$ cat config.mk
export PLATFORM = sky130hd
export DESIGN_NAME = rsv_sequencer
export DESIGN_NICKNAME = d
export VERILOG_FILES = /design/src/hdl/rsv_pkg.sv /design/src/hdl/rsv_sequencer.sv
export SDC_FILE = /design/constraint.sdc
export NUM_CORES = 1
export LEC_CHECK = 0
export CAP_MARGIN = 20
export CORE_AREA = 2 2 39 41
export CTS_CLUSTER_SIZE = 40
export DETAILED_ROUTE_END_ITERATION = 10
export DIE_AREA = 0 0 41 43
export DONT_BUFFER_PORTS = 1
export PLACE_DENSITY = 0.51
export SLEW_MARGIN = 10
export SYNTH_ARGS = -nofsm -noshare
export SYNTH_HDL_FRONTEND = slang
export SYNTH_SLANG_ARGS = --single-unit
$ cat constraint.sdc
create_clock -name clock -period 2.5 [get_ports clock]
set_clock_uncertainty 0.15 [all_clocks]
set_input_delay 0.5 -clock clock [delete_from_list [all_inputs] [get_ports clock]]
set_output_delay 0.5 -clock clock [all_outputs]
set_load 0.05 [all_outputs]
$ cat src/hdl/rsv_pkg.sv
// Shared types, constants, coefficient functions and microprogram of the recursive sine VCO.
package rsv_pkg;

   localparam int PHASE_STEPS    = 4096;
   localparam int COEF_FRAC_BITS = 14;
   localparam int PHASE_BITS     = $clog2(PHASE_STEPS);
   localparam int STEP_W         = 11;
   localparam int AMP_W          = 7;
   localparam int SAMPLE_W       = 16;
   localparam int COEF_W         = COEF_FRAC_BITS + 2;
   localparam int MUL_A_W        = AMP_W + 1 + COEF_W;
   localparam int PROD_W         = MUL_A_W + COEF_W;
   localparam int ACC_W          = SAMPLE_W + COEF_W + COEF_FRAC_BITS + 3;
   localparam int TAB_DEPTH      = 2 * PHASE_STEPS;
   localparam int TAB_ADDR_W     = PHASE_BITS + 1;
   localparam int UPC_W          = 3;

   localparam logic [AMP_W-1:0] AMP_RESET = AMP_W'(50);

   typedef logic signed [COEF_W-1:0]   coef_type;
   typedef logic [PHASE_BITS-1:0]      phase_type;
   typedef logic [STEP_W-1:0]          step_type;
   typedef logic signed [SAMPLE_W-1:0] sample_type;
   typedef logic signed [MUL_A_W-1:0]  mul_a_type;
   typedef logic signed [PROD_W-1:0]   prod_type;
   typedef logic signed [ACC_W-1:0]    acc_type;
   typedef logic [TAB_ADDR_W-1:0]      tab_addr_type;
   typedef logic [UPC_W-1:0]           upc_type;

   localparam acc_type SAT_MAX = ACC_W'(32767);
   localparam acc_type SAT_MIN = ACC_W'(-32768);
   localparam acc_type RND_HALF = ACC_W'(1) <<< (2 * COEF_FRAC_BITS - 1);

   // microprogram addresses
   localparam upc_type UPC_IDLE   = 3'd0;
   localparam upc_type UPC_RT_CW  = 3'd1;
   localparam upc_type UPC_RT_SW  = 3'd2;
   localparam upc_type UPC_RT_CP  = 3'd3;
   localparam upc_type UPC_RT_ADD = 3'd4;
   localparam upc_type UPC_RES    = 3'd5;
   localparam upc_type UPC_DONE   = 3'd6;

   typedef enum logic [1:0] {
      SEQ_NEXT,
      SEQ_JUMP,
      SEQ_ACCEPT,
      SEQ_FINISH
   } seq_type;

   typedef enum logic [1:0] {
      ROM_COS_REQ,
      ROM_SIN_STEP,
      ROM_COS_PHASE
   } rom_sel_type;

   typedef enum logic [1:0] {
      MUL_NONE,
      MUL_Y1_COEF,
      MUL_AMP_COEF,
      MUL_TMP_SIN
   } mul_sel_type;

   typedef enum logic [1:0] {
      ACC_HOLD,
      ACC_RT_LOAD,
      ACC_RT_ADD,
      ACC_RES_LOAD
   } acc_op_type;

   typedef struct packed {
      seq_type     seq;
      upc_type     target;
      rom_sel_type rom_sel;
      mul_sel_type mul_sel;
      acc_op_type  acc_op;
      logic        sw_load;
   } uword_type;

   typedef struct packed {
      uword_type word;
      logic      req_ready;
      logic      commit;
   } ctrl_type;

   typedef struct packed {
      logic out_free;
   } status_type;

   function automatic uword_type ucode(upc_type upc);
      uword_type w;
      w = '{seq: SEQ_JUMP, target: UPC_IDLE, rom_sel: ROM_COS_REQ,
            mul_sel: MUL_NONE, acc_op: ACC_HOLD, sw_load: 1'b0};
      case (upc)
         UPC_IDLE: begin
            w.seq    = SEQ_ACCEPT;
            w.target = UPC_RES;
         end
         UPC_RT_CW: begin
            w.seq     = SEQ_NEXT;
            w.rom_sel = ROM_SIN_STEP;
            w.mul_sel = MUL_Y1_COEF;
            w.acc_op  = ACC_RT_LOAD;
         end
         UPC_RT_SW: begin
            w.seq     = SEQ_NEXT;
            w.rom_sel = ROM_COS_PHASE;
            w.sw_load = 1'b1;
         end
         UPC_RT_CP: begin
            w.seq     = SEQ_NEXT;
            w.mul_sel = MUL_AMP_COEF;
         end
         UPC_RT_ADD: begin
            w.seq     = SEQ_JUMP;
            w.target  = UPC_DONE;
            w.mul_sel = MUL_TMP_SIN;
            w.acc_op  = ACC_RT_ADD;
         end
         UPC_RES: begin
            w.seq     = SEQ_NEXT;
            w.mul_sel = MUL_Y1_COEF;
            w.acc_op  = ACC_RES_LOAD;
         end
         UPC_DONE: begin
            w.seq    = SEQ_FINISH;
            w.target = UPC_IDLE;
         end
         default: begin
            w.seq    = SEQ_JUMP;
            w.target = UPC_IDLE;
         end
      endcase
      return w;
   endfunction

   // sine of a 32-bit turn fraction, folded to one quadrant, Q30 Taylor to x^11
   function automatic coef_type sin_turn(logic [31:0] u);
      logic [63:0] one;
      logic [63:0] half_pi;
      logic [63:0] r;
      logic [63:0] t;
      logic [63:0] x2;
      logic [63:0] h;
      logic [63:0] v;
      logic [63:0] mag;
      logic [63:0] lim;
      one     = 64'd1 << 30;
      half_pi = 64'd1686629713;
      r = {34'd0, u[29:0]};
      if (u[30]) begin
         r = one - r;
      end
      t   = (r * half_pi) >> 30;
      x2  = (t * t) >> 30;
      h   = one - x2 / 64'd110;
      h   = one - ((x2 * h) >> 30) / 64'd72;
      h   = one - ((x2 * h) >> 30) / 64'd42;
      h   = one - ((x2 * h) >> 30) / 64'd20;
      h   = one - ((x2 * h) >> 30) / 64'd6;
      v   = (t * h) >> 30;
      mag = (v + (64'd1 << (29 - COEF_FRAC_BITS))) >> (30 - COEF_FRAC_BITS);
      lim = 64'd1 << COEF_FRAC_BITS;
      if (mag > lim) begin
         mag = lim;
      end
      if (u[31]) begin
         mag = -mag;
      end
      return COEF_W'(mag);
   endfunction

   function automatic logic [31:0] turn_of(int idx);
      logic [63:0] wide;
      wide = (64'(idx) << 32) / PHASE_STEPS;
      return wide[31:0];
   endfunction

   function automatic tab_addr_type tab_addr(logic is_cos, phase_type idx);
      return {is_cos, idx};
   endfunction

endpackage

$ cat src/hdl/rsv_sequencer.sv
// Microprogram counter and control word decode.
module rsv_sequencer (
   input  logic                clock,
   input  logic                reset,
   input  logic                req_valid,
   input  logic                req_retune,
   input  rsv_pkg::status_type status,
   output rsv_pkg::ctrl_type   ctrl
);

   rsv_pkg::upc_type   upc_ff;
   rsv_pkg::upc_type   upc_in;
   rsv_pkg::uword_type word;

   assign word = rsv_pkg::ucode(upc_ff);

   always_comb begin
      ctrl.word      = word;
      ctrl.req_ready = (word.seq == rsv_pkg::SEQ_ACCEPT);
      ctrl.commit    = (word.seq == rsv_pkg::SEQ_FINISH) && status.out_free;
   end

   always_comb begin
      upc_in = upc_ff;
      case (word.seq)
         rsv_pkg::SEQ_NEXT:   upc_in = upc_ff + 1'b1;
         rsv_pkg::SEQ_JUMP:   upc_in = word.target;
         rsv_pkg::SEQ_ACCEPT: begin
            if (req_valid) begin
               upc_in = req_retune ? upc_ff + 1'b1 : word.target;
            end
         end
         rsv_pkg::SEQ_FINISH: begin
            if (status.out_free) begin
               upc_in = word.target;
            end
         end
         default: upc_in = rsv_pkg::UPC_IDLE;
      endcase
   end

   always_ff @(posedge clock) begin
      if (reset) begin
         upc_ff <= rsv_pkg::UPC_IDLE;
      end else begin
         upc_ff <= upc_in;
      end
   end

   a_ready_only_idle: assert property (@(posedge clock) disable iff (reset)
      ctrl.req_ready |-> upc_ff == rsv_pkg::UPC_IDLE)
      else $error("ready outside idle step");

   a_accept_leaves_idle: assert property (@(posedge clock) disable iff (reset)
      (req_valid && ctrl.req_ready) |=> !ctrl.req_ready)
      else $error("sequencer did not start after accept");

   a_commit_needs_room: assert property (@(posedge clock) disable iff (reset)
      ctrl.commit |-> status.out_free)
      else $error("commit while output register full");

   a_done_holds: assert property (@(posedge clock) disable iff (reset)
      (upc_ff == rsv_pkg::UPC_DONE && !status.out_free) |=> upc_ff == rsv_pkg::UPC_DONE)
      else $error("finish step left while stalled");

endmodule

* Yosys cells after proc, flatten, opt, wreduce, memory -nomap -nowiden
Index checks and enable logic that the tools add are counted.
** Word-level totals
- RAM bits :: 0
- ROM bits :: 0
- Register bits :: 3
- Latch bits :: 0
- Input port bits :: 5
- Memories :: 0
** Operators by class
- Eq/ne operators :: 11
- $mul :: 0
- Shift-type cells :: 0
- Order comparisons :: 0
- Reductions and logical operators :: 6
- $add $sub $neg :: 1
- Bitwise operators :: 0
- Div/mod/pow operators :: 0
- Muxes and demuxes :: 10
** Operator list (count)
- one-hot mux 2 bit (3 select lines) :: 3
- one-hot mux 3 bit (4 select lines) :: 1
- equality test 3 bit, second input constant :: 3
- two-way mux 3 bit :: 3
- equality test 3 x 2 -> 1 bit, second input constant :: 2
- one-hot mux 3 bit (2 select lines) :: 1
- equality test 2 bit, second input constant :: 2
- inequality test 2 bit, second input constant :: 2
- one-hot mux 2 bit (2 select lines) :: 1
- OR reduction 4 bit :: 1
- adder 3 x 1 -> 3 bit, second input constant :: 1
- equality test 3 x 1 -> 1 bit, second input constant :: 1
- zero test 3 bit :: 1
- equality test 2 x 1 -> 1 bit, second input constant :: 1
- zero test 2 bit :: 1
- AND reduction 2 bit :: 1
- OR reduction 2 bit :: 1
- logical AND 1 bit :: 1
- two-way mux 1 bit :: 1

* Longest topological paths before layout
- Depth in word-level cells :: 6
- Depth in mapped cells :: 7

* Worst setup path after synthesis
OpenSTA, ideal clock, no wires.
- Path type :: register -> output
- Start point :: reg upc_ff[0]
- End point :: out ctrl[6] (netlist name)
- Arrival time :: 2419 ps
- Cell stages (with the launch flop) :: 5
- Path slack :: -569 ps
- Cell sequence :: dfxtp_1 inv_1 ha_1 nor2_1 o31ai_1
** RTL lines
- from (decl) :: line rsv_sequencer.sv:11 : rsv_pkg::upc_type upc_ff;
- from (signal assigned) :: line rsv_sequencer.sv:44 : upc_ff <= rsv_pkg::UPC_IDLE;
- from (signal assigned) :: line rsv_sequencer.sv:46 : upc_ff <= upc_in;
- to (decl) :: line rsv_sequencer.sv:8 : output rsv_pkg::ctrl_type ctrl

==> impl_metrics.json <==
{
  "grt_antenna_before_repair": 0,
  "rsz0062_at_grt": "no",
  "wirelength_um": 952,
  "coreArea_sq_um": 1380,
  "synth_seq_area_share_pct": 15.5,
  "cp_max_fo": 5,
  "grt_pass1_vias": 381,
  "cts_setup_buffers": 0,
  "vias": 430,
  "grt_overflow": 0,
  "areaGrowthSynthToFinish_pct": 51.0,
  "worst_pin_slew_ns": 0.489,
  "timing.rr.end": "upc_ff[2]",
  "top_regs": "upc_ff x3",
  "critical_path_required_ns": 1.85,
  "whs_path_depth": 1,
  "grt_max_degree": 15,
  "hold_buffers": 0,
  "drv_cap": 0,
  "synth_ff_type": "dfxtp_1",
  "hold_start": "reset",
  "r2r_slack_ns": 0.55,
  "setup_violations": 0,
  "fmax_ghz": 0.442,
  "async_flop_share_pct": 0,
  "ys_ff_latch": 3,
  "drive_gt1_share_pct": 36.6,
  "gp_congestion": 0.743,
  "first_pass_iters": 4,
  "grt_pass1_wl_um": 1550,
  "postCtsResizedCells": 0,
  "cts_max_path_buffers": 2,
  "cts_buffers": 3,
  "hp-class": "in2reg",
  "ys_types": 25,
  "cts_max_level": 1,
  "die_y_um": 43,
  "dp_hpwl_um": 759,
  "post-route-period-util_pct": 90.5,
  "grt_usage_pct": 12.3,
  "syn_nets": 63,
  "netlist_instances": 52,
  "ant_nets": 0,
  "die_w_um": 41,
  "placement.io_buffers": 0,
  "fillers": 147,
  "cp-end-kind": "primary output",
  "root_buffer": "clkbuf_4",
  "wl_per_cell_um": 10.9,
  "cts_tree": "built",
  "worstSetupPathType": "reg2out",
  "regMostFlops": "upc_ff",
  "status": "complete, no violations",
  "final_nets": 83,
  "synth-edff-count": 0,
  "die_area_sq_um": 1760,
  "synth_area_per_cell_sq_um": 7.46,
  "clk_latency_ns": 0.23,
  "yosysWarnings": 0,
  "core.rowCount": 14,
  "clk_pin_slew_ns": 0.04,
  "fin_setup_tns_ns": 0,
  "worstSetupStartpointType": "flop",
  "drtIter0Drc": 9,
  "period_needed_ns": 2.26,
  "ios": 19,
  "ff2ff_path_depth": 6,
  "start_util_pct": 28.0,
  "syn_area_sq_um": 388,
  "hold_viol_final": 0,
  "min_to": "upc_ff[2]",
  "reg2reg_from": "upc_ff[0]",
  "relSlewSlack_pct": 67.5,
  "avgViaCountPerCell": 4.94,
  "numClockSinks": 3,
  "diodes": 0,
  "largest_register_ffs": 3,
  "critPathArrivalTime_ns": 1.61,
  "route.detailed.drc": 0,
  "maxSlewViolCount": 0
}
-- how the worst max path moves through the flow --
stage                   start       end  slack (ns)
finish              upc_ff[0]   ctrl[6]        0.24
global route        upc_ff[1]  ctrl[12]        0.15
CTS                 upc_ff[0]   ctrl[6]        0.23
detailed placement  upc_ff[0]   ctrl[6]        0.49
global placement    upc_ff[1]  ctrl[12]        0.48
floorplan           upc_ff[1]  ctrl[13]         0.1
-- per-stage QoR --
| step | util (%) | setup WS (ns) | hold slack [ns] | instances | cell area, sq um |
|---|---|---|---|---|---|
| finish | 42.3 | 0.238 | 0.189 | 87 | 586 |
| global route | 42.3 | 0.153 | 0.182 | 87 | 586 |
| CTS | 42.3 | 0.235 | 0.180 | 87 | 586 |
| detailed placement | 40.4 | 0.493 | 0.425 | 83 | 559 |
| global placement | 40.4 | 0.484 | 0.424 | 83 | 559 |
| floorplan | - | 0.0984 | 0.363 | 52 | 412 |
-- worst max-delay path, cell delays in order (launching register included) --
cell and delay (ns):
dfxtp_1 0.43, buf_4 0.19, ha_1 0.16, ha_1 0.16, nor2_1 0.06, o31ai_4 0.17, buf_4 0.23
-- per-layer routing --
layer	up-vias	wire length (um)	track usage, %
met5	-	0	0
met4	0	0	4.00
met3	0	76	1.57
met2	16	472	18.8
met1	198	403	17.1
li1	216	-	-
-- final cells by class --
cell class                 instances  area (sq um)  area share [%]
clock buffer                       4          26.3            4.49
inverter                           5          18.8            3.21
multi-input combinational         43           328            56.0
sequential                         3          60.1            10.3
tap                               16          20.0            3.42
timing repair buffer              16           133            22.6
-- Yosys cell counts, drive strengths merged (3+ instances only) --
master | n | share of area [%]
inv | 5 | 4.8
ha | 6 | 19
nor2 | 5 | 4.8
nand2b | 4 | 8.4
dfxtp | 3 | 15
nor2b | 5 | 8.1
a21oi | 4 | 5.2
nand2 | 5 | 5.5
o21ai | 3 | 3.9
-- layout by cell type, fill, tap and decap left out, types with 2 or more instances in the layout --
cell      synthesis  routed
clkbuf_4          0       3
ha_1              6       5
a21oi_1           4       4
nor2b_1           5       4
buf_4             0      15
nand2b_1          3       3
nand2_1           4       4
o21ai_1           2       2
dfxtp_1           3       3
nor2_1            5       5
inv_1             4       4
-- cell families (layout without fill, tap and decap cells) --
logic type	Yosys count	after routing	synth area share, %
and+or+nand+nor	22	22	31.6
AOI/OAI and AO/OA	14	14	24.8
adders and majority gates	6	6	19.4
buffers and inverters	6	25	6.13
DFF	3	3	15.5
muxes	1	1	2.58
Power is left out: the tool's default activity adds up to more than one toggle a clock period on the data nets, which glitch-free logic cannot reach.
