**src/hdl/rsv_pkg.sv**
```systemverilog
// Shared types, constants, coefficient functions and microprogram of the recursive sine VCO.
package rsv_pkg;

   localparam int PHASE_STEPS    = 4096;
   localparam int COEF_FRAC_BITS = 14;
   localparam int PHASE_BITS     = $clog2(PHASE_STEPS);
   localparam int STEP_W         = 11;
   localparam int AMP_W          = 7;
   localparam int SAMPLE_W       = 16;
   localparam int COEF_W         = COEF_FRAC_BITS + 2;
   localparam int MUL_A_W        = AMP_W + 1 + COEF_W;
   localparam int PROD_W         = MUL_A_W + COEF_W;
   localparam int ACC_W          = SAMPLE_W + COEF_W + COEF_FRAC_BITS + 3;
   localparam int TAB_DEPTH      = 2 * PHASE_STEPS;
   localparam int TAB_ADDR_W     = PHASE_BITS + 1;
   localparam int UPC_W          = 3;

   localparam logic [AMP_W-1:0] AMP_RESET = AMP_W'(50);

   typedef logic signed [COEF_W-1:0]   coef_type;
   typedef logic [PHASE_BITS-1:0]      phase_type;
   typedef logic [STEP_W-1:0]          step_type;
   typedef logic signed [SAMPLE_W-1:0] sample_type;
   typedef logic signed [MUL_A_W-1:0]  mul_a_type;
   typedef logic signed [PROD_W-1:0]   prod_type;
   typedef logic signed [ACC_W-1:0]    acc_type;
   typedef logic [TAB_ADDR_W-1:0]      tab_addr_type;
   typedef logic [UPC_W-1:0]           upc_type;

   localparam acc_type SAT_MAX = ACC_W'(32767);
   localparam acc_type SAT_MIN = ACC_W'(-32768);
   localparam acc_type RND_HALF = ACC_W'(1) <<< (2 * COEF_FRAC_BITS - 1);

   // microprogram addresses
   localparam upc_type UPC_IDLE   = 3'd0;
   localparam upc_type UPC_RT_CW  = 3'd1;
   localparam upc_type UPC_RT_SW  = 3'd2;
   localparam upc_type UPC_RT_CP  = 3'd3;
   localparam upc_type UPC_RT_ADD = 3'd4;
   localparam upc_type UPC_RES    = 3'd5;
   localparam upc_type UPC_DONE   = 3'd6;

   typedef enum logic [1:0] {
      SEQ_NEXT,
      SEQ_JUMP,
      SEQ_ACCEPT,
      SEQ_FINISH
   } seq_type;

   typedef enum logic [1:0] {
      ROM_COS_REQ,
      ROM_SIN_STEP,
      ROM_COS_PHASE
   } rom_sel_type;

   typedef enum logic [1:0] {
      MUL_NONE,
      MUL_Y1_COEF,
      MUL_AMP_COEF,
      MUL_TMP_SIN
   } mul_sel_type;

   typedef enum logic [1:0] {
      ACC_HOLD,
      ACC_RT_LOAD,
      ACC_RT_ADD,
      ACC_RES_LOAD
   } acc_op_type;

   typedef struct packed {
      seq_type     seq;
      upc_type     target;
      rom_sel_type rom_sel;
      mul_sel_type mul_sel;
      acc_op_type  acc_op;
      logic        sw_load;
   } uword_type;

   typedef struct packed {
      uword_type word;
      logic      req_ready;
      logic      commit;
   } ctrl_type;

   typedef struct packed {
      logic out_free;
   } status_type;

   function automatic uword_type ucode(upc_type upc);
      uword_type w;
      w = '{seq: SEQ_JUMP, target: UPC_IDLE, rom_sel: ROM_COS_REQ,
            mul_sel: MUL_NONE, acc_op: ACC_HOLD, sw_load: 1'b0};
      case (upc)
         UPC_IDLE: begin
            w.seq    = SEQ_ACCEPT;
            w.target = UPC_RES;
         end
         UPC_RT_CW: begin
            w.seq     = SEQ_NEXT;
            w.rom_sel = ROM_SIN_STEP;
            w.mul_sel = MUL_Y1_COEF;
            w.acc_op  = ACC_RT_LOAD;
         end
         UPC_RT_SW: begin
            w.seq     = SEQ_NEXT;
            w.rom_sel = ROM_COS_PHASE;
            w.sw_load = 1'b1;
         end
         UPC_RT_CP: begin
            w.seq     = SEQ_NEXT;
            w.mul_sel = MUL_AMP_COEF;
         end
         UPC_RT_ADD: begin
            w.seq     = SEQ_JUMP;
            w.target  = UPC_DONE;
            w.mul_sel = MUL_TMP_SIN;
            w.acc_op  = ACC_RT_ADD;
         end
         UPC_RES: begin
            w.seq     = SEQ_NEXT;
            w.mul_sel = MUL_Y1_COEF;
            w.acc_op  = ACC_RES_LOAD;
         end
         UPC_DONE: begin
            w.seq    = SEQ_FINISH;
            w.target = UPC_IDLE;
         end
         default: begin
            w.seq    = SEQ_JUMP;
            w.target = UPC_IDLE;
         end
      endcase
      return w;
   endfunction

   // sine of a 32-bit turn fraction, folded to one quadrant, Q30 Taylor to x^11
   function automatic coef_type sin_turn(logic [31:0] u);
      logic [63:0] one;
      logic [63:0] half_pi;
      logic [63:0] r;
      logic [63:0] t;
      logic [63:0] x2;
      logic [63:0] h;
      logic [63:0] v;
      logic [63:0] mag;
      logic [63:0] lim;
      one     = 64'd1 << 30;
      half_pi = 64'd1686629713;
      r = {34'd0, u[29:0]};
      if (u[30]) begin
         r = one - r;
      end
      t   = (r * half_pi) >> 30;
      x2  = (t * t) >> 30;
      h   = one - x2 / 64'd110;
      h   = one - ((x2 * h) >> 30) / 64'd72;
      h   = one - ((x2 * h) >> 30) / 64'd42;
      h   = one - ((x2 * h) >> 30) / 64'd20;
      h   = one - ((x2 * h) >> 30) / 64'd6;
      v   = (t * h) >> 30;
      mag = (v + (64'd1 << (29 - COEF_FRAC_BITS))) >> (30 - COEF_FRAC_BITS);
      lim = 64'd1 << COEF_FRAC_BITS;
      if (mag > lim) begin
         mag = lim;
      end
      if (u[31]) begin
         mag = -mag;
      end
      return COEF_W'(mag);
   endfunction

   function automatic logic [31:0] turn_of(int idx);
      logic [63:0] wide;
      wide = (64'(idx) << 32) / PHASE_STEPS;
      return wide[31:0];
   endfunction

   function automatic tab_addr_type tab_addr(logic is_cos, phase_type idx);
      return {is_cos, idx};
   endfunction

endpackage

```
**src/hdl/rsv_datapath.sv**
```systemverilog
// Oscillator state, shared multiplier, accumulator, rounding and output register.
module rsv_datapath (
   input  logic                     clock,
   input  logic                     reset,
   input  rsv_pkg::ctrl_type        ctrl,
   output rsv_pkg::status_type      status,
   input  logic                     req_valid,
   input  logic                     req_retune,
   input  logic [10:0]              req_freq_step,
   input  logic                     csr_wr_en,
   input  logic [6:0]               csr_wr_data,
   output rsv_pkg::tab_addr_type    rom_addr,
   input  rsv_pkg::coef_type        rom_q,
   output logic                     rsp_valid,
   input  logic                     rsp_ready,
   output logic signed [15:0]       rsp_sample
);

   logic [rsv_pkg::AMP_W-1:0] amp_ff;
   rsv_pkg::sample_type       y1_ff;
   rsv_pkg::sample_type       y2_ff;
   rsv_pkg::phase_type        phase_ff;
   rsv_pkg::step_type         step_ff;
   rsv_pkg::coef_type         sw_ff;
   rsv_pkg::mul_a_type        tmp_ff;
   rsv_pkg::acc_type          acc_ff;
   rsv_pkg::acc_type          acc_in;
   logic                      rsp_valid_ff;
   rsv_pkg::sample_type       rsp_sample_ff;

   rsv_pkg::step_type         cos_step;
   rsv_pkg::mul_a_type        mul_a;
   rsv_pkg::coef_type         mul_b;
   rsv_pkg::prod_type         prod;
   rsv_pkg::acc_type          rounded;
   rsv_pkg::acc_type          shifted;
   rsv_pkg::sample_type       y_sat;
   logic                      accept;

   assign accept          = req_valid && ctrl.req_ready;
   assign status.out_free = !rsp_valid_ff || rsp_ready;
   assign rsp_valid       = rsp_valid_ff;
   assign rsp_sample      = rsp_sample_ff;

   always_comb begin
      cos_step = (ctrl.req_ready && req_retune) ? req_freq_step : step_ff;
      case (ctrl.word.rom_sel)
         rsv_pkg::ROM_COS_REQ:
            rom_addr = rsv_pkg::tab_addr(1'b1, rsv_pkg::PHASE_BITS'(cos_step));
         rsv_pkg::ROM_SIN_STEP:
            rom_addr = rsv_pkg::tab_addr(1'b0, rsv_pkg::PHASE_BITS'(step_ff));
         rsv_pkg::ROM_COS_PHASE:
            rom_addr = rsv_pkg::tab_addr(1'b1, phase_ff);
         default:
            rom_addr = rsv_pkg::tab_addr(1'b1, phase_ff);
      endcase
   end

   always_comb begin
      case (ctrl.word.mul_sel)
         rsv_pkg::MUL_Y1_COEF:  mul_a = rsv_pkg::MUL_A_W'(y1_ff);
         rsv_pkg::MUL_AMP_COEF: mul_a = rsv_pkg::MUL_A_W'(signed'({1'b0, amp_ff}));
         rsv_pkg::MUL_TMP_SIN:  mul_a = tmp_ff;
         default:               mul_a = '0;
      endcase
      mul_b = (ctrl.word.mul_sel == rsv_pkg::MUL_TMP_SIN) ? sw_ff : rom_q;
      prod  = rsv_pkg::PROD_W'(mul_a) * rsv_pkg::PROD_W'(mul_b);
   end

   // all paths scaled to 2*COEF_FRAC_BITS extra fraction bits
   always_comb begin
      case (ctrl.word.acc_op)
         rsv_pkg::ACC_RT_LOAD:
            acc_in = rsv_pkg::ACC_W'(prod) <<< rsv_pkg::COEF_FRAC_BITS;
         rsv_pkg::ACC_RT_ADD:
            acc_in = acc_ff + (rsv_pkg::ACC_W'(prod) <<< 8);
         rsv_pkg::ACC_RES_LOAD:
            acc_in = ((rsv_pkg::ACC_W'(prod) <<< 1)
                     - (rsv_pkg::ACC_W'(y2_ff) <<< rsv_pkg::COEF_FRAC_BITS))
                     <<< rsv_pkg::COEF_FRAC_BITS;
         default:
            acc_in = acc_ff;
      endcase
   end

   always_comb begin
      rounded = acc_ff + rsv_pkg::RND_HALF;
      shifted = rounded >>> (2 * rsv_pkg::COEF_FRAC_BITS);
      if (shifted > rsv_pkg::SAT_MAX) begin
         y_sat = rsv_pkg::SAMPLE_W'(rsv_pkg::SAT_MAX);
      end else if (shifted < rsv_pkg::SAT_MIN) begin
         y_sat = rsv_pkg::SAMPLE_W'(rsv_pkg::SAT_MIN);
      end else begin
         y_sat = rsv_pkg::SAMPLE_W'(shifted);
      end
   end

   always_ff @(posedge clock) begin
      acc_ff <= acc_in;
      if (ctrl.word.sw_load) begin
         sw_ff <= rom_q;
      end
      if (ctrl.word.mul_sel == rsv_pkg::MUL_AMP_COEF) begin
         tmp_ff <= rsv_pkg::MUL_A_W'(prod);
      end
      if (ctrl.commit) begin
         rsp_sample_ff <= y_sat;
      end
   end

   always_ff @(posedge clock) begin
      if (reset) begin
         amp_ff       <= rsv_pkg::AMP_RESET;
         y1_ff        <= '0;
         y2_ff        <= '0;
         phase_ff     <= '0;
         step_ff      <= '0;
         rsp_valid_ff <= 1'b0;
      end else begin
         if (csr_wr_en) begin
            amp_ff <= csr_wr_data;
         end
         if (accept && req_retune) begin
            step_ff <= req_freq_step;
         end
         if (ctrl.commit) begin
            y2_ff        <= y1_ff;
            y1_ff        <= y_sat;
            phase_ff     <= phase_ff + rsv_pkg::PHASE_BITS'(step_ff);
            rsp_valid_ff <= 1'b1;
         end else if (rsp_ready) begin
            rsp_valid_ff <= 1'b0;
         end
      end
   end

   a_phase_moves_on_commit: assert property (@(posedge clock) disable iff (reset)
      !ctrl.commit |=> $stable(phase_ff))
      else $error("phase changed without a commit");

   a_commit_shifts_history: assert property (@(posedge clock) disable iff (reset)
      ctrl.commit |=> y2_ff == $past(y1_ff))
      else $error("sample history not shifted");

   a_commit_fills_output: assert property (@(posedge clock) disable iff (reset)
      ctrl.commit |=> rsp_valid_ff && rsp_sample_ff == y1_ff)
      else $error("output register disagrees with feedback");

endmodule

```
**config.mk**
```make
export PLATFORM = sky130hd
export DESIGN_NAME = rsv_datapath
export DESIGN_NICKNAME = d
export VERILOG_FILES = /design/src/hdl/rsv_pkg.sv /design/src/hdl/rsv_datapath.sv
export SDC_FILE = /design/constraint.sdc
export NUM_CORES = 1
export LEC_CHECK = 0
export BUFFER_PORTS_ARGS = -buffer_cell sky130_fd_sc_hd__buf_2
export CORE_ASPECT_RATIO = 0.7
export CORE_UTILIZATION = 60
export CTS_CLUSTER_DIAMETER = 150
export CTS_CLUSTER_SIZE = 20
export DETAILED_ROUTE_END_ITERATION = 12
export GPL_TIMING_DRIVEN = 1
export MAX_ROUTING_LAYER = met4
export PLACE_DENSITY = 0.78
export SETUP_SLACK_MARGIN = 0.3
export SYNTH_ARGS = -nofsm -noshare
export SYNTH_HDL_FRONTEND = slang
export SYNTH_SLANG_ARGS = --single-unit
```
**constraint.sdc**
```tcl
create_clock -name clock -period 12.3 [get_ports clock]
set_clock_uncertainty 0.2 [all_clocks]
set_input_delay 1.845 -clock clock [delete_from_list [all_inputs] [get_ports clock]]
set_output_delay 1.845 -clock clock [all_outputs]
set_load 0.02 [all_outputs]
```
== Yosys cells after proc, flatten, opt, wreduce, memory -nomap -nowiden ==
Cells that the tools add are included.
Storage, ports and cells
  flip-flop bits (word level): 168
  bits of input ports: 54
  output and inout port bits: 31
  logic and storage cells: 41
Cells by class
  multiplexer cells: 9
  add/subtract/negate cells: 4
  equality and inequality tests: 7
  reductions and logical operators: 8
  multipliers: 1
  $lt $le $gt $ge: 2
Operator list (count)
  one-hot mux 49 bit (3 select lines): 1
  one-hot mux 24 bit (3 select lines): 1
  adder 49 x 29 -> 49 bit (second input constant): 1
  adder 49 x 48 -> 49 bit: 1
  2-to-1 mux 16 bit: 3
  multiplier 24 x 16 -> 40 bit: 1
  subtractor 35 x 30 -> 35 bit: 1
  one-hot mux 13 bit (2 select lines): 1
  greater-than comparator 21 x 16 -> 1 bit (second input constant): 1
  less-than comparator 21 x 16 -> 1 bit (second input constant): 1
  adder 12 x 11 -> 12 bit: 1
  2-to-1 mux 11 bit: 1
  == test 2 bit (second input constant): 4
  == test 2 x 1 -> 1 bit (second input constant): 3
  logical AND 1 bit: 3
  nonzero test 3 bit: 1
  zero test 2 bit: 1
  2-to-1 mux 1 bit: 2
  nonzero test 2 bit: 1
  zero test 1 bit: 1
  logical OR 1 bit: 1

== Logic depth before layout (Yosys ltp) ==
  depth after elaboration: 5
  depth in mapped cells: 39
  mapped depth without buffers: 36

== Worst setup path after synthesis ==
OpenSTA, ideal clock, no wires.
  path type: input -> register
  start: input port ctrl[5] (netlist bit)
  end: register acc_ff[42] (data pin)
  setup slack: 1.095 ns
  arrival time: 10.751 ns
  buffers on the path: 3
  data required time: 11.846 ns
  library setup time: 0.254 ns
  stages on the path: 34
  cells stage by stage: clkbuf_1 nand2_1 clkbuf_1 clkbuf_1 mux2i_1 nor2_1 fa_1 inv_1 fa_1 fa_1 fa_1 inv_1 fa_1 inv_1 fa_1 inv_1 ha_1 a21o_1 a21o_1 a211oi_1 a211oi_1 a31oi_1 o31ai_1 a21o_1 a21oi_1 xnor2_1 ha_1 nand3_1 or3_1 o31ai_2 a21boi_1 o21a_1 o2111a_1 a21o_1
On the way
  cells in the longest elaborated chain, start to end: 5
  elaborated cells on any way between the ends: 9
  those cells by class: 2 x add/sub; 1 x mul; 3 x eq/ne; 3 x mux
RTL lines
  from (decl): RTL line rsv_datapath.sv:5  | input rsv_pkg::ctrl_type ctrl,
  == test 2 bit, or another cell as far along: RTL line rsv_datapath.sv:60, rsv_datapath.sv:66
  one-hot mux 24 bit (3 select lines) or 2-to-1 mux 16 bit (tied branches): RTL line rsv_datapath.sv:60, rsv_datapath.sv:66
  multiplier 24 x 16 -> 40 bit (*): RTL line rsv_datapath.sv:67  | prod = rsv_pkg::PROD_W'(mul_a) * rsv_pkg::PROD_W'(mul_b);
  adder 49 x 48 -> 49 bit or subtractor 35 x 30 -> 35 bit (tied branches): RTL line rsv_datapath.sv:76, rsv_datapath.sv:79
  one-hot mux 49 bit (3 select lines) (*): RTL line rsv_datapath.sv:72  | case (ctrl.word.acc_op)
  named net acc_in[42]: RTL line rsv_datapath.sv:27  | rsv_pkg::acc_type acc_in;
  to (signal assigned): RTL line rsv_datapath.sv:99  | acc_ff <= acc_in;
  to (decl): RTL line rsv_datapath.sv:26  | rsv_pkg::acc_type acc_ff;
Mark *: on every way through the listed nets, which the timed path passes. The rest lies on a longest branch.
A chain may end at the register's enable or synchronous reset.

== Worst setup path after layout ==
  start: input port ctrl[6] (netlist bit)
  end: register acc_ff[40] (data pin)
The elaborated chain is that of the path after synthesis.

==> metrics.txt <==
status=complete, but fails checks; failing checks=DRC; Post-synth EDFFs=97; Die Y-Extent=170 um; fin. max-slew vios=0; Synth top area share=31.3%; post-CTS sizing=0; post-synthesis cell area=0.0241 mm2; Slew headroom=25.1%; total grt overflow=0; Tcrit/Tclk final=93.6%; startpoint type of the worst setup path=input port; fin crit period=11,510 ps; CTS sink cnt=160; Post-Syn Area per Cell=8.98 um2; flops & latches, synth=160; I/O pin count=85; CP arrival=11,520 ps; top cells by area, synth=fa_1, edfxtp_1, ha_1, inv_1, nand2_1; final core occ=65.5%; unrepaired setup endpoints after global routing=no; Setup TNS=0 ps; Worst-path clk slew=80 ps; CP max FO=30; Area Overhead vs Synth=7.73%; Core ar.=0.0396 mm2; Syn Nets=3,286; worst slew pin tran=1120 ps; Post-CTS Setup Inserts=0; Synth area leader=fa_1; full die area=0.0410 mm2; vias per cell=5.95; Reg-to-Reg Start=y1_ff[8]$_SDFFE_PP0P_; slowest stage delay, CP=560 ps; number of routed nets with antenna violations=0; hold buffer count at cts=0; Seq/Total Area, Yosys=17.3%; initial antenna violation count=1; H-Tree Depth=4; Synth Instances=2,685; post-place setup slack=348 ps; GRT Util Overall=35.7%; final wirelength=68.7 mm; share of layout cells above drive strength 1=9.00%; max_cap viols=0; Critical path buffers and inverters=7; most numerous cell on the critical path=fa_1; final hold vios=0; DR WL/cell=20.8 um; HP Class=flop to flop; CTS Root Cell=clkbuf_16; PortBufs=79; Worst Path Required=12,320 ps; top_reg_cell synth=edfxtp_1; DRC Markers=1; Setup crit start=ctrl[6]; delay-heaviest family, CP=adder cells; Placer Congestion=1.04; Clock Path Buffers=2; Fill cells=3,182; Critical Setup Path Class=input port to flop; count of final setup violators=0; vias in the first global route=19.9k; most common cell in the synthesized netlist=inv_1; pin count of the biggest net entering global routing=66; Async SR Flop Fraction=0%; nets=3,355; starting density of the core=60.8%; Die W=242 um; critical path endpoint category=flop; Synth top cells by count=inv_1, fa_1, nand2_1; vias=19.6k; FP Rows=61; Achievable Freq=86.9 MHz; Detailed Place HPWL=56.4 mm; Hold Startpoint=step_ff[7]$_SDFFE_PP0P_; Min Hold Slack=285 ps; Iter 0 DRT Violations=2,008; Pre-antenna DRT Iters=10; Critical-path top delay cell=fa_1; global-route wire length before repair=109 mm; Final WS setup=792 ps; Yosys cell types=75; synth warn=0; clk_lat worst skew=480 ps; TritonCTS clock tree=built; CTS Buf Count=17
flip-flops by register name, indices dropped and copies added, names as in the netlist:
| name | flops |
|---|---|
| acc_ff | 41 |
| amp_ff | 7 |
| phase_ff | 12 |
| rsp_sample | 16 |
| rsp_valid | 1 |
| step_ff | 11 |
| sw_ff | 16 |
| tmp_ff | 24 |
| y1_ff | 16 |
| y2_ff | 16 |
layout by cell type, fill, tap and decap left out, types with 8 or more instances in the layout:
master / instances
a211oi_1: 15
a21o_1: 53
a21oi_1: 114
a22oi_1: 9
a31oi_1: 15
and2_1: 25
and3_1: 11
buf_2: 79
buf_4: 74
clkbuf_16: 17
dfxtp_1: 63
edfxtp_1: 97
fa_1: 377
ha_1: 170
inv_1: 445
mux2_2: 30
mux2i_1: 62
nand2_1: 338
nand2b_1: 20
nand3_1: 29
nand4_1: 8
nor2_1: 287
nor2b_1: 19
nor3_1: 16
o211a_1: 15
o21a_1: 25
o21ai_0: 87
o21bai_1: 9
or2_2: 17
xnor2_1: 72
xor2_1: 30
routing by layer:
layer | GRT usage [%] | wire [um]
met1 | 49.3 | 28700
met2 | 52.0 | 30000
met3 | 8.49 | 8100
met4 | 11.4 | 1920
met5 | - | 0
tightest hold or removal path, delay by kind of cell (launching register included):
| kind | cells | cell delay [ps] |
|---|---|---|
| AO/OA/AOI/OAI | 1 | 50 |
| flip-flops | 1 | 330 |
| AND/OR/NAND/NOR | 1 | 60 |
cell families after synthesis:
group                      share of synthesized area [%]
and+or+nand+nor                                     14.4
adders and majority gates                           40.1
buffers and inverters                               8.58
muxes                                               4.02
AOI/OAI and AO/OA                                   11.8
xor gates and xnor gates                            3.74
DFF                                                 17.3
final cells by class:
| class | instances | area [um2] | area share [%] |
|---|---|---|---|
| antenna | 1 | 2.50 | 0.00964 |
| clock buffer | 17 | 425 | 1.64 |
| clock inverter | 15 | 161 | 0.622 |
| inverter | 445 | 1670 | 6.43 |
| multi-input combinational | 1976 | 17900 | 68.9 |
| sequential | 160 | 4170 | 16.1 |
| tap | 535 | 669 | 2.58 |
| timing repair buffer | 154 | 971 | 3.74 |
per-stage QoR:
stage          area (um2)  std cells
3_5_place_dp        25400       3270
4_1_cts             25900       3302
3_3_place_gp        25400       3270
2_1_floorplan       24100       2685
6_report            26000       3303
5_1_grt             26000       3303
path summary, 6_finish.rpt:
check / to / slack [ps] / cells past startpoint
worst max-delay path: acc_ff[40]$_DFFE_PP_ / 790 / 36
worst min register to register: step_ff[7]$_SDFFE_PP0P_ / 280 / 2
worst max register to register: acc_ff[40]$_DFFE_PP_ / 2280 / 34
worst min-delay path: step_ff[7]$_SDFFE_PP0P_ / 280 / 2
Power is not shown: default switching activity piles up to over one toggle a cycle in this logic, so the estimate is an artifact.
